==> src/rtl/esc_pkg.sv <==
`timescale 1ns / 1ps

package esc_pkg;

    localparam logic [7:0] CH_LF    = 8'h0A;
    localparam logic [7:0] CH_OPEN  = 8'h28;
    localparam logic [7:0] CH_CLOSE = 8'h29;
    localparam logic [7:0] CH_A     = 8'h61;
    localparam logic [7:0] CH_X     = 8'h78;
    localparam logic [7:0] CH_Y     = 8'h79;
    localparam logic [7:0] CASE_BIT = 8'h20;

    localparam logic [2:0] ERR_OK           = 3'd0;
    localparam logic [2:0] ERR_EMPTY        = 3'd1;
    localparam logic [2:0] ERR_EMPTY_PARENS = 3'd2;
    localparam logic [2:0] ERR_EARLY_CLOSE  = 3'd3;
    localparam logic [2:0] ERR_UNCLOSED     = 3'd4;
    localparam logic [2:0] ERR_UNDEF_VAR    = 3'd5;
    localparam logic [2:0] ERR_TWO_OPS      = 3'd6;
    localparam logic [2:0] ERR_TWO_LETTERS  = 3'd7;

    localparam int VAR_COUNT_W = 5;

    typedef struct packed {
        logic [7:0] character;
        logic       is_last;
        logic       no_character;
    } t_in_item;

    typedef struct packed {
        logic       malformed;
        logic [2:0] error_code;
    } t_out_item;

    typedef struct packed {
        logic is_letter;
        logic is_operator;
        logic is_open;
        logic is_close;
        logic is_newline;
        logic is_undef;
    } t_char_class;

endpackage

==> src/rtl/esc_char_class.sv <==
`timescale 1ns / 1ps

module esc_char_class
    import esc_pkg::*;
(
    input  logic [7:0]             i_char,
    input  logic [VAR_COUNT_W-1:0] i_var_count,
    output t_char_class            o_class
);

    logic       w_letter;
    logic       w_punct;
    logic [7:0] w_low;
    logic [7:0] w_offset;

    assign w_letter = ((i_char >= 8'h41) && (i_char <= 8'h5A)) ||
                      ((i_char >= 8'h61) && (i_char <= 8'h7A));
    assign w_punct  = ((i_char >= 8'd33)  && (i_char <= 8'd47))  ||
                      ((i_char >= 8'd58)  && (i_char <= 8'd64))  ||
                      ((i_char >= 8'd91)  && (i_char <= 8'd96))  ||
                      ((i_char >= 8'd123) && (i_char <= 8'd126));
    assign w_low    = i_char | CASE_BIT;
    assign w_offset = w_low - CH_A;

    always_comb begin
        o_class.is_letter   = w_letter;
        o_class.is_open     = (i_char == CH_OPEN);
        o_class.is_close    = (i_char == CH_CLOSE);
        o_class.is_operator = w_punct && (i_char != CH_OPEN) && (i_char != CH_CLOSE);
        o_class.is_newline  = (i_char == CH_LF);
        o_class.is_undef    = w_letter && (w_low != CH_X) && (w_low != CH_Y) &&
                              (w_offset >= {{(8 - VAR_COUNT_W){1'b0}}, i_var_count});
    end

endmodule

==> src/rtl/esc_scan.sv <==
`timescale 1ns / 1ps

module esc_scan
    import esc_pkg::*;
#(
    parameter int MAX_DEPTH = 255
) (
    input  logic                   i_clk,
    input  logic                   i_rst_n,
    input  logic                   i_step,
    input  t_in_item               i_item,
    input  logic [VAR_COUNT_W-1:0] i_var_count,
    output t_out_item              o_result
);

    localparam int DEPTH_W = $clog2(MAX_DEPTH + 1);
    localparam logic [DEPTH_W-1:0] DEPTH_MAX = DEPTH_W'(MAX_DEPTH);

    t_char_class w_cls;

    logic               r_prev_open,     n_prev_open;
    logic               r_prev_op,       n_prev_op;
    logic               r_prev_letter,   n_prev_letter;
    logic               r_first_newline, n_first_newline;
    logic [1:0]         r_length,        n_length;
    logic [DEPTH_W-1:0] r_depth,         n_depth;
    logic               r_overflow,      n_overflow;
    logic               r_f_empty_par,   n_f_empty_par;
    logic               r_f_early,       n_f_early;
    logic               r_f_undef,       n_f_undef;
    logic               r_f_two_ops,     n_f_two_ops;
    logic               r_f_two_let,     n_f_two_let;
    logic               w_take;

    esc_char_class u_class (
        .i_char      (i_item.character),
        .i_var_count (i_var_count),
        .o_class     (w_cls)
    );

    assign w_take = i_step && !i_item.no_character;

    always_comb begin
        n_prev_open     = r_prev_open;
        n_prev_op       = r_prev_op;
        n_prev_letter   = r_prev_letter;
        n_first_newline = r_first_newline;
        n_length        = r_length;
        n_depth         = r_depth;
        n_overflow      = r_overflow;
        n_f_empty_par   = r_f_empty_par;
        n_f_early       = r_f_early;
        n_f_undef       = r_f_undef;
        n_f_two_ops     = r_f_two_ops;
        n_f_two_let     = r_f_two_let;
        if (w_take) begin
            if (r_length == 2'd0) begin
                n_first_newline = w_cls.is_newline;
            end
            if (r_length != 2'd2) begin
                n_length = r_length + 2'd1;
            end
            n_f_empty_par = r_f_empty_par | (r_prev_open && w_cls.is_close);
            n_f_two_ops   = r_f_two_ops | (r_prev_op && w_cls.is_operator);
            n_f_two_let   = r_f_two_let | (r_prev_letter && w_cls.is_letter);
            n_f_undef     = r_f_undef | w_cls.is_undef;
            if (w_cls.is_open) begin
                if (r_depth >= DEPTH_MAX) begin
                    n_overflow = 1'b1;
                end else begin
                    n_depth = r_depth + DEPTH_W'(1);
                end
            end else if (w_cls.is_close) begin
                if (r_depth == '0) begin
                    n_f_early = r_f_early | !r_overflow;
                end else begin
                    n_depth = r_depth - DEPTH_W'(1);
                end
            end
            n_prev_open   = w_cls.is_open;
            n_prev_op     = w_cls.is_operator;
            n_prev_letter = w_cls.is_letter;
        end
    end

    always_comb begin
        priority if ((n_length == 2'd0) || ((n_length == 2'd1) && n_first_newline)) begin
            o_result.error_code = ERR_EMPTY;
        end else if (n_f_empty_par) begin
            o_result.error_code = ERR_EMPTY_PARENS;
        end else if (n_f_early) begin
            o_result.error_code = ERR_EARLY_CLOSE;
        end else if (n_overflow || (n_depth != '0)) begin
            o_result.error_code = ERR_UNCLOSED;
        end else if (n_f_undef) begin
            o_result.error_code = ERR_UNDEF_VAR;
        end else if (n_f_two_ops) begin
            o_result.error_code = ERR_TWO_OPS;
        end else if (n_f_two_let) begin
            o_result.error_code = ERR_TWO_LETTERS;
        end else begin
            o_result.error_code = ERR_OK;
        end
        o_result.malformed = (o_result.error_code != ERR_OK);
    end

    always_ff @(posedge i_clk) begin
        if (!i_rst_n || (i_step && i_item.is_last)) begin
            r_prev_open     <= 1'b0;
            r_prev_op       <= 1'b0;
            r_prev_letter   <= 1'b0;
            r_first_newline <= 1'b0;
            r_length        <= 2'd0;
            r_depth         <= '0;
            r_overflow      <= 1'b0;
            r_f_empty_par   <= 1'b0;
            r_f_early       <= 1'b0;
            r_f_undef       <= 1'b0;
            r_f_two_ops     <= 1'b0;
            r_f_two_let     <= 1'b0;
        end else begin
            r_prev_open     <= n_prev_open;
            r_prev_op       <= n_prev_op;
            r_prev_letter   <= n_prev_letter;
            r_first_newline <= n_first_newline;
            r_length        <= n_length;
            r_depth         <= n_depth;
            r_overflow      <= n_overflow;
            r_f_empty_par   <= n_f_empty_par;
            r_f_early       <= n_f_early;
            r_f_undef       <= n_f_undef;
            r_f_two_ops     <= n_f_two_ops;
            r_f_two_let     <= n_f_two_let;
        end
    end

    a_depth_bound: assert property (@(posedge i_clk) disable iff (!i_rst_n)
        r_depth <= DEPTH_MAX)
        else $error("paren depth above bound");

    a_overflow_needs_length: assert property (@(posedge i_clk) disable iff (!i_rst_n)
        r_overflow |-> (r_length == 2'd2))
        else $error("overflow flag set on a short expression");

    a_clear_after_last: assert property (@(posedge i_clk) disable iff (!i_rst_n)
        (i_step && i_item.is_last) |=> ((r_depth == '0) && (r_length == 2'd0) && !r_overflow))
        else $error("state not cleared after verdict");

endmodule

==> config.mk <==
export PLATFORM = sky130hd
export DESIGN_NAME = esc_scan
export DESIGN_NICKNAME = d
export VERILOG_FILES = /design/src/rtl/esc_pkg.sv /design/src/rtl/esc_char_class.sv /design/src/rtl/esc_scan.sv
export SDC_FILE = /design/constraint.sdc
export NUM_CORES = 1
export LEC_CHECK = 0
export BUFFER_PORTS_ARGS = -buffer_cell sky130_fd_sc_hd__clkbuf_2
export CAP_MARGIN = 20
export CORE_MARGIN = 2
export CORE_UTILIZATION = 37
export DETAILED_ROUTE_END_ITERATION = 16
export PLACE_DENSITY_LB_ADDON = 0.1
export SETUP_SLACK_MARGIN = 0.4
export SLEW_MARGIN = 20
export SYNTH_ARGS = -nofsm -noshare
export SYNTH_HDL_FRONTEND = slang
export SYNTH_SLANG_ARGS = --single-unit
==> constraint.sdc <==
create_clock -name i_clk -period 5.1 [get_ports i_clk]
set_input_delay 0.765 -clock i_clk [delete_from_list [all_inputs] [get_ports i_clk]]
set_output_delay 0.765 -clock i_clk [all_outputs]
set_load 0.005 [all_outputs]
-- Word level (Yosys, flattened, before mapping)
Index checks and enable logic that the tools add are counted.
- register bits: 20
- input bits: 18
- output and inout bits: 4
- word-level logic and storage cells: 103
- add/subtract/negate cells: 4
- reduce and logical (&&, ||, !) cells: 32
- order comparisons: 14
- bitwise gates (word level): 5
- eq/ne operators: 9
- mux-type cells: 27
- operator list (cell ; count):
    $le A8 B7 Y1 const B ; 5
    $mux W8 ; 5
    $ge A8 B7 Y1 const B ; 4
    $mux W3 ; 7
    $logic_and A1 B1 Y1 ; 17
    $eq A8 B6 Y1 const B ; 2
    $ge A8 B6 Y1 const B ; 2
    $ne A8 B6 Y1 const B ; 2
    $ne A7 B6 Y1 const B ; 2
    $mux W1 ; 13
    $add A8 B1 Y8 const B ; 1
    $eq A8 B4 Y1 const B ; 1
    $ge A8 B5 Y1 ; 1
    $ge A8 B8 Y1 const B ; 1
    $le A8 B6 Y1 const B ; 1
    $logic_not A8 Y1 ; 1
    $reduce_bool A8 Y1 ; 1
    $sub A8 B1 Y8 const B ; 1
    $sub A8 B7 Y8 const B ; 1
    $logic_or A1 B1 Y1 ; 7
    $or A1 B1 Y1 ; 5
    $logic_not A2 Y1 ; 2
    $mux W2 ; 2
    $logic_not A1 Y1 ; 3
    4 further kinds ; 4

-- Longest topological paths before layout
Gate-level depths: netlist of the first run.
- depth after elaboration: 17
- mapped depth: 13
- mapped depth without buffers: 11

-- By module
From an unflattened synthesis of the first run, not the netlist that was laid out.
- cell total of the unflattened synthesis: 260
- area, all modules: 1924.3 um^2
- modules (own cells, without submodules) (module ; area an instance (um^2) ; times used ; cells an instance ; seq. area each (um^2)):
    esc_scan ; 1457.6 ; 1 ; 196 ; 400.4
    esc_char_class ; 466.7 ; 1 ; 64 ; 0.0

-- Worst setup path after synthesis of the first run
OpenSTA, ideal clock, no wires.
- path type: input to output
- start point: input i_item[2] (netlist bit)
- end point: output o_result[1] (netlist bit)
- data arrival time: 3257 ps
- required time: 4335 ps
- stages: 13
- setup slack: 1078 ps
- buffers on the path: 2
- cell sequence: inv_1 > ha_1 > clkbuf_1 > clkbuf_1 > nand2_1 > xnor2_1 > ha_1 > o21a_1 > a221o_1 > a31oi_2 > and4_1 > and3_4 > o21a_1
- RTL lines (item ; line ; RTL):
    start: declaration ; esc_scan.sv:11 ; input t_in_item i_item,
    end: declaration ; esc_scan.sv:13 ; output t_out_item o_result

==> metrics.txt, run 1 <==
RSZ-0062 raised after global routing false; count leader, synth nor2_1; Cell variety after synth 67; final setup TNS 0 ns; Cells after Synth 262; io pins 22; global-route wire length before repair 9.05 mm; Fin Hold WS 0.455 ns; total gr overflow 0; gr usage total 18.6%; dpl cells 338; largest net degree at the start of global routing 22; antenna-violating nets left 0; Initial Utilization 38.6%; drt drc 0; Placer Congestion 0.890; WL final 5.19 mm; Synth top area share 20.2%; PortBufs 21; FP Rows 26; Mean Syn Cell Area 7.56 um^2; Leakage Power 0.000845 uW; vias in the first global route 1827; Die H 77.2 um; Area contributors post-synth dfxtp_1 20%, ha_1 8.8%, nor2_1 5.3%; clock-pin slew on the worst setup and hold paths 0.08 ns; Slew Viols, Final 0; CTS root buf clkbuf_8; crit share post-route 80.8%; critical path peak fanout 12; Commonest cells post-synth 28 x nor2_1, 21 x nand2_1, 20 x a21oi_1, 20 x dfxtp_1, 15 x inv_1; drt wl/cell 15.2 um; Placeable Area 0.00514 mm^2; Synth area leader dfxtp_1; vias per cell 5.82; CP startpoint kind input port; clk_lat worst skew 0.26 ns; Critical Path AT 3.35 ns; clk_skew 0.00717 ns; final hold violation count 0; P per Cell Area 165 mW/mm^2; Layout Nets 305; Cell Area, Synth 0.00198 mm^2; top_reg_cell synth dfxtp_1; Antenna Cells 0; Slew @ Worst Pin 0.718 ns; Post-DP HPWL 3.89 mm; Clock Path Buffers 2; highest clock rate 0.243 GHz; synthesized flop and latch total 20; max reg flops 8; Synth Net Count 294; CTS tree done; Final Critical Period 4.12 ns; First DRT Iteration DRCs 208; crit path kind input port to output pin; H-tree depth 1; sequential share of the synthesized area 20.2%; clk sink count 20; DRT Pass-1 Iters 5; Final setup viols 0; hold_buf cts 0; Reg with most FFs r_depth; outcome completed; P&R area growth vs syn 9.03%; CP peak stage delay 0.48 ns; final core area utilization 42.0%; layout cells sized above 1 15.1%; Top delay family on crit path simple AND/OR/NAND/NOR gates; Crit-path slowest cell nor4bb_1; CP endpoint kind output pin; Max VDD drop 0.000111 V; fraction of registers with async set/reset 0%; max_cap viols 0; Slew HR 52.0%; fin cells 342; crit-path cells clkbuf_2 > inv_1 > ha_1 > nor4bb_1 > a21o_1 > nor4_1 > a211oi_1 > and4_1 > and3_4 > nand4_1 > clkbuf_2; Num CTS Buffers 3; Largest regs r_depth (8), r_length (2); via count 1989; Post-synth EDFFs 0; most frequent CP cell clkbuf_2; CP required 4.34 ns; Post CTS Setup Buffer Count 0; Final Power 356 uW; Hold Path Class flop to flop; CTS resizes 0; die area 0.00596 mm^2; Buf/Inv on CP 3; yosys warns 0; die width 77.2 um; initial antenna violation count 0
kinds of logic after synthesis:
group / Yosys count / share of synthesized area, %
compound gates: 76 / 26.6
xor+xnor: 3 / 1.33
fa+ha+maj: 14 / 8.84
buf+inv: 31 / 6.69
flops: 20 / 20.2
mux: 2 / 1.07
simple gates: 116 / 35.2
cell usage in the layout (no fill, tap or decap), drive strengths merged, types with 4 or more instances in the layout:
cell type,Yosys,layout
a21o,4,4
a21oi,21,21
a31oi,5,5
and3,5,5
clkbuf,10,25
dfxtp,20,20
ha,14,14
inv,15,15
nand2,22,22
nand2b,4,4
nand3,10,10
nand4,7,7
nor2,29,29
nor2b,5,5
nor3,5,5
nor3b,4,4
nor4,4,4
o211ai,4,4
o21a,4,4
o21ai,10,10
or3,4,4
routing by layer:
layer / global-route usage (%) / wire length (um)
met5: 0 / 0
met4: 5.00 / 76
met3: 2.82 / 207
met2: 31.1 / 2510
met1: 24.8 / 2390
power breakdown:
part           internal (uW)  total [uW]  switching [uW]
Combinational           29.6        73.0            43.5
Sequential               157         158           0.680
Clock                   68.8         125            56.2
final timing paths:
kind                                        startpoint                endpoint  cells past startpoint  slack (ns)
worst min register to register  r_length[1]$_SDFF_PP0_  r_length[1]$_SDFF_PP0_                      2        0.46
worst max register to register   r_depth[0]$_SDFF_PP0_   r_depth[6]$_SDFF_PP0_                      7        3.04
worst min-delay path            r_length[1]$_SDFF_PP0_  r_length[1]$_SDFF_PP0_                      2        0.46
worst max-delay path                         i_item[3]             o_result[3]                     11        0.98
worst min-delay path, delay by kind of cell (launching register included):
family	cells	cell delay, ns
flops	1	0.31
compound gates	1	0.05
simple gates	1	0.05
final cells by class:
class | instances | area [um^2]
multi-input cells | 211 | 1450
well taps | 70 | 87.6
repair buffers | 22 | 113
inverters | 15 | 56.3
fillers | 575 | 2980
flip-flops and latches | 20 | 400
clock buffers | 4 | 55.1
metrics by stage:
step / cell area, um^2 / setup slack, ns
after detailed placement: 2110 / 1.03
after global placement: 2110 / 1.02
after global routing: 2160 / 0.668
after CTS: 2160 / 1.03
final: 2160 / 0.980
after floorplan: 1980 / 1.08
Note: power is estimated with default switching activity, not from simulation.
==> run 2, diff against run 1 <==
Clock period 5.1 ns to 3.5 ns, I/O delays scaled along.
==> metrics.txt, run 2 (same netlist as run 1, synthesis figures left out) <==
via count 2050; crit share post-route 91.0%; CTS root buf clkbuf_8; clk_lat worst skew 0.27 ns; Reg with most FFs r_depth; Placeable Area 0.00514 mm^2; max_cap viols 0; First DRT Iteration DRCs 182; gr usage total 18.9%; CP endpoint kind output pin; cells on worst reg2reg path 9; fin worst setup slack 0.315 ns; Slew @ Worst Pin 0.683 ns; RSZ-0062 raised after global routing true; Buf/Inv on CP 3; Num CTS Buffers 3; global-route wire length before repair 9.21 mm; drt wl/cell 14.8 um; die area 0.00596 mm^2; Final Power 597 uW; clk_skew 0.000586 ns; Hold Startpoint r_length[1]$_SDFF_PP0_; layout cells sized above 1 29.1%; die width 77.2 um; PortBufs 21; Gate power share 22.1%; crit path kind input port to output pin; Final setup viols 0; final setup TNS 0 ns; Critical Path AT 2.66 ns; Crit-path slowest cell a221o_1; DRT Pass-1 Iters 4; Sw Share 25.8%; outcome completed; critical path peak fanout 3; Max VDD drop 0.000171 V; initial antenna violation count 0; Clk pwr share 39.4%; Antenna Cells 0; FP Rows 26; worst reg2reg setup slack 1.52 ns; Leakage Power 0.000966 uW; io pins 22; P&R area growth vs syn 25.0%; Hold Path Depth 2; clk sink count 20; H-tree depth 1; Net Switching 154 uW; vias in the first global route 1908; clock-pin slew on the worst setup and hold paths 0.07 ns; crit-path cells buf_8 > buf_6 > nor3_4 > xor2_1 > ha_1 > o21a_1 > a221o_1 > a31oi_2 > and4_1 > and3_4 > nand4_1 > clkbuf_2; WL final 5.36 mm; CTS tree done; Placer Congestion 0.889; Reg power frac 38.5%; Filler cells 549; Post-DP HPWL 4.06 mm; Fin Hold WS 0.459 ns; Initial Utilization 38.6%; most common cell after layout, fill and taps aside nor2_1; antenna-violating nets left 0; CP startpoint kind input port; Final Critical Period 3.18 ns; Hold Path Class flop to flop; CP peak stage delay 0.35 ns; drt drc 0; FF-to-FF End r_depth[2]$_SDFF_PP0_; total gr overflow 0; Internal Power 443 uW; Slew Viols, Final 0; Largest regs r_depth (8), r_length (2); vias per cell 5.66; largest net degree at the start of global routing 21; hold_buf cts 0; worst hold endpoint r_length[1]$_SDFF_PP0_; max reg flops 8; dpl ws 0.121 ns; P per Cell Area 241 mW/mm^2; Top delay family on crit path compound AO/OA/AOI/OAI gates; highest clock rate 0.314 GHz; most frequent cells in the layout 27 x nor2_1, 20 x nand2_1, 20 x buf_4; CP required 2.97 ns; final hold violation count 0; Worst R2R Start r_depth[0]$_SDFF_PP0_; Layout Nets 325; Die H 77.2 um; Clock Path Buffers 2; Slew HR 54.3%
[run 2: worst max path at each step]
stage / startpoint / to / slack (ns) / cells past startpoint
finish: i_item[2] / o_result[3] / 0.32 / 12
global route: i_item[2] / o_result[3] / 0.20 / 12
CTS: i_item[3] / o_result[3] / 0.25 / 13
detailed placement: i_item[3] / o_result[0] / 0.12 / 12
global placement: i_item[3] / o_result[3] / 0.13 / 12
floorplan: i_item[2] / o_result[1] / 0.38 / 13
[run 2: through the flow]
stage | cell area [um^2] | cells | utilization [%]
5_1_grt | 2480 | 362 | 48.2
4_1_cts | 2410 | 359 | 46.9
6_report | 2480 | 362 | 48.2
3_3_place_gp | 2230 | 351 | 43.3
2_1_floorplan | 2020 | 262 | -
3_5_place_dp | 2230 | 351 | 43.3
[run 2: what timing repair did]
action,4_1_cts,5_1_grt
setup endpoints to repair,4,4
setup buffers,4,3
gates resized for setup,16,15
pin swaps,12,9
[run 2: routing by layer]
metal | GRT usage (%) | wire (um) | vias to the layer above | part of all wire [%]
met2 | 31.3 | 2570 | 57 | 48
met5 | 0 | 0 | - | 0
li1 | - | - | 1037 | -
met4 | 5.00 | 82 | 0 | 1.5
met1 | 25.1 | 2420 | 947 | 45
met3 | 3.53 | 283 | 9 | 5.3
[run 2: power by group through the flow]
| stage | clock, uW | combinational [uW] | sequential [uW] |
|---|---|---|---|
| 2_1_floorplan | 0 | 79.1 | 235 |
| 3_3_place_gp | 0 | 118 | 235 |
| 3_5_place_dp | 0 | 118 | 235 |
| 4_1_cts | 241 | 130 | 230 |
| 5_1_grt | 252 | 148 | 230 |
| 6_report | 235 | 132 | 230 |
[run 2: area by class of cell]
type / instances / area [um^2] / share of cell area, %
Clock buffer: 3 / 41.3 / 1.67
Clock inverter: 1 / 30.0 / 1.21
Inverter: 15 / 63.8 / 2.58
Multi-Input combinational cell: 211 / 1560 / 62.9
Sequential cell: 20 / 404 / 16.3
Tap cell: 70 / 87.6 / 3.54
Timing Repair Buffer: 42 / 292 / 11.8
[run 2: tightest hold or removal path, cell delays in order, from the launching register on]
cell and delay (ns):
dfxtp_1 0.31, nand2_1 0.05, a21oi_1 0.05
==> run 3, diff against run 2 <==
Clock period 3.5 ns to 3.9 ns, I/O delays scaled along.
==> metrics.txt, run 3 (same netlist as run 1, synthesis figures left out) <==
Die H 77.2 um; antenna-violating nets left 0; Top Layer Used met4; Num CTS Buffers 3; CP startpoint kind input port; area occupied by multi-input gates 0.00153 mm^2; clk sink count 20; CTS tree done; global-route wire length before repair 9.16 mm; CP required 3.31 ns; worst hold endpoint r_length[0]$_SDFF_PP0_; most common cell after layout, fill and taps aside nor2_1; Critical Path AT 2.80 ns; critical path peak fanout 9; io pins 22; clock-pin slew on the worst setup and hold paths 0.08 ns; Hold Path Depth 2; drt drc 0; Filler cells 558; Initial Utilization 38.6%; crit path kind input port to output pin; fin cells 350; final hold violation count 0; hold_buf cts 0; Placer Congestion 0.879; Slew @ Worst Pin 0.730 ns; Crit-path slowest cell a221o_1; worst reg2reg setup slack 1.87 ns; Reg area 403 um^2; met2 WL 2.58 mm; Max VDD drop 0.000132 V; CP endpoint kind output pin; Slew Viols, Final 0; initial antenna violation count 0; P&R area growth vs syn 16.5%; DRT Pass-1 Iters 4; H-tree depth 1; Leakage Power 0.000894 uW; vias per cell 5.70; wire length on met3 326 um; Post-DP HPWL 3.97 mm; CP peak stage delay 0.34 ns; max_cap viols 0; final setup TNS 0 ns; vias in the first global route 1840; Fin Hold WS 0.462 ns; max reg flops 8; FF-to-FF End r_depth[1]$_SDFF_PP0_; layout cells sized above 1 21.8%; highest clock rate 0.295 GHz; Reg with most FFs r_depth; total gr overflow 0; dpl cells 342; Antenna Cells 0; most frequent cells in the layout 28 x nor2_1, 21 x nand2_1, 20 x a21oi_1; wl on met1 2.57 mm; largest net degree at the start of global routing 21; P per Cell Area 206 mW/mm^2; outcome completed; die width 77.2 um; die area 0.00596 mm^2; WL final 5.56 mm; gr usage total 18.6%; FP Rows 26; Final Critical Period 3.38 ns; Clock Path Buffers 2; crit-path cells clkbuf_2 > buf_4 > nor3_4 > xor2_1 > ha_1 > o21a_1 > a221o_1 > a31oi_4 > and4_1 > and3_4 > nand4_1 > clkbuf_2; Hold Startpoint r_length[0]$_SDFF_PP0_; Hold Path Class flop to flop; PortBufs 21; clk_lat worst skew 0.26 ns; First DRT Iteration DRCs 168; clk_skew 0.00648 ns; crit share post-route 86.8%; Final setup viols 0; most frequent CP cell clkbuf_2; Worst R2R Start r_depth[1]$_SDFF_PP0_; drt wl/cell 15.9 um; Largest regs r_depth (8), r_length (2); via count 1996; Placeable Area 0.00514 mm^2; RSZ-0062 raised after global routing true; CTS root buf clkbuf_8; cells on worst reg2reg path 8; Slew HR 51.2%; Layout Nets 313
==> run 3: cell types whose count changed in the layout (fill, tap and decap cells not counted), moves of 2 or more <==
cell,delta
o21ai_0,+2
buf_6,-2
inv_2,-2
o21ai_1,-2
inv_1,+3
ha_1,+2
buf_4,-10
clkinvlp_4,-2
==> run 3: final cells by class <==
| cell class | instances | share of cell area [%] |
|---|---|---|
| repair buffers | 30 | 7.58 |
| well taps | 70 | 3.79 |
| multi-input cells | 211 | 66.3 |
| inverters | 15 | 2.55 |
| clock buffers | 4 | 2.38 |
| flip-flops and latches | 20 | 17.4 |
==> run 3: repair_timing <==
action,4_1_cts,5_1_grt
gates resized for setup,3,19
pin swaps,0,7
endpoints found under the hold margin,0,0
buffers inserted,0,4
setup endpoints to repair,4,4
==> run 3: how the worst max path moves through the flow <==
stage	start	to	slack (ns)	depth (start not counted)
final	i_item[3]	o_result[3]	0.52	12
after global routing	r_depth[0]$_SDFF_PP0_	o_result[0]	0.39	9
after CTS	i_item[2]	o_result[0]	0.38	10
after detailed placement	i_item[2]	o_result[3]	0.32	13
after global placement	i_item[3]	o_result[0]	0.32	11
after floorplan	i_item[2]	o_result[1]	0.45	13
==> run 3: worst max-delay path: cells and delay by family <==
family	cells	cell delay, ns
compound gates	3	0.73
xor+xnor	1	0.17
buf+inv	3	0.40
fa+ha+maj	1	0.26
simple gates	4	0.64
==> run 3: per-stage QoR <==
step,power [uW],setup WS [ns],utilization (%),cell area [um^2]
floorplan,278,0.451,-,1980
global placement,311,0.322,41.6,2140
detailed placement,310,0.320,41.6,2140
CTS,473,0.383,42.8,2200
global route,501,0.385,44.9,2310
finish,477,0.515,44.9,2310
==> run 3: power breakdown <==
group          switching (uW)  internal [uW]
Sequential              0.962            205
Combinational            62.3           45.3
Clock                    72.8           89.9
==> run 3: routing by layer <==
metal	global-route usage (%)	vias up
met5	0	-
met4	3.75	0
met3	2.47	7
met2	30.9	67
met1	25.8	911
li1	-	1011
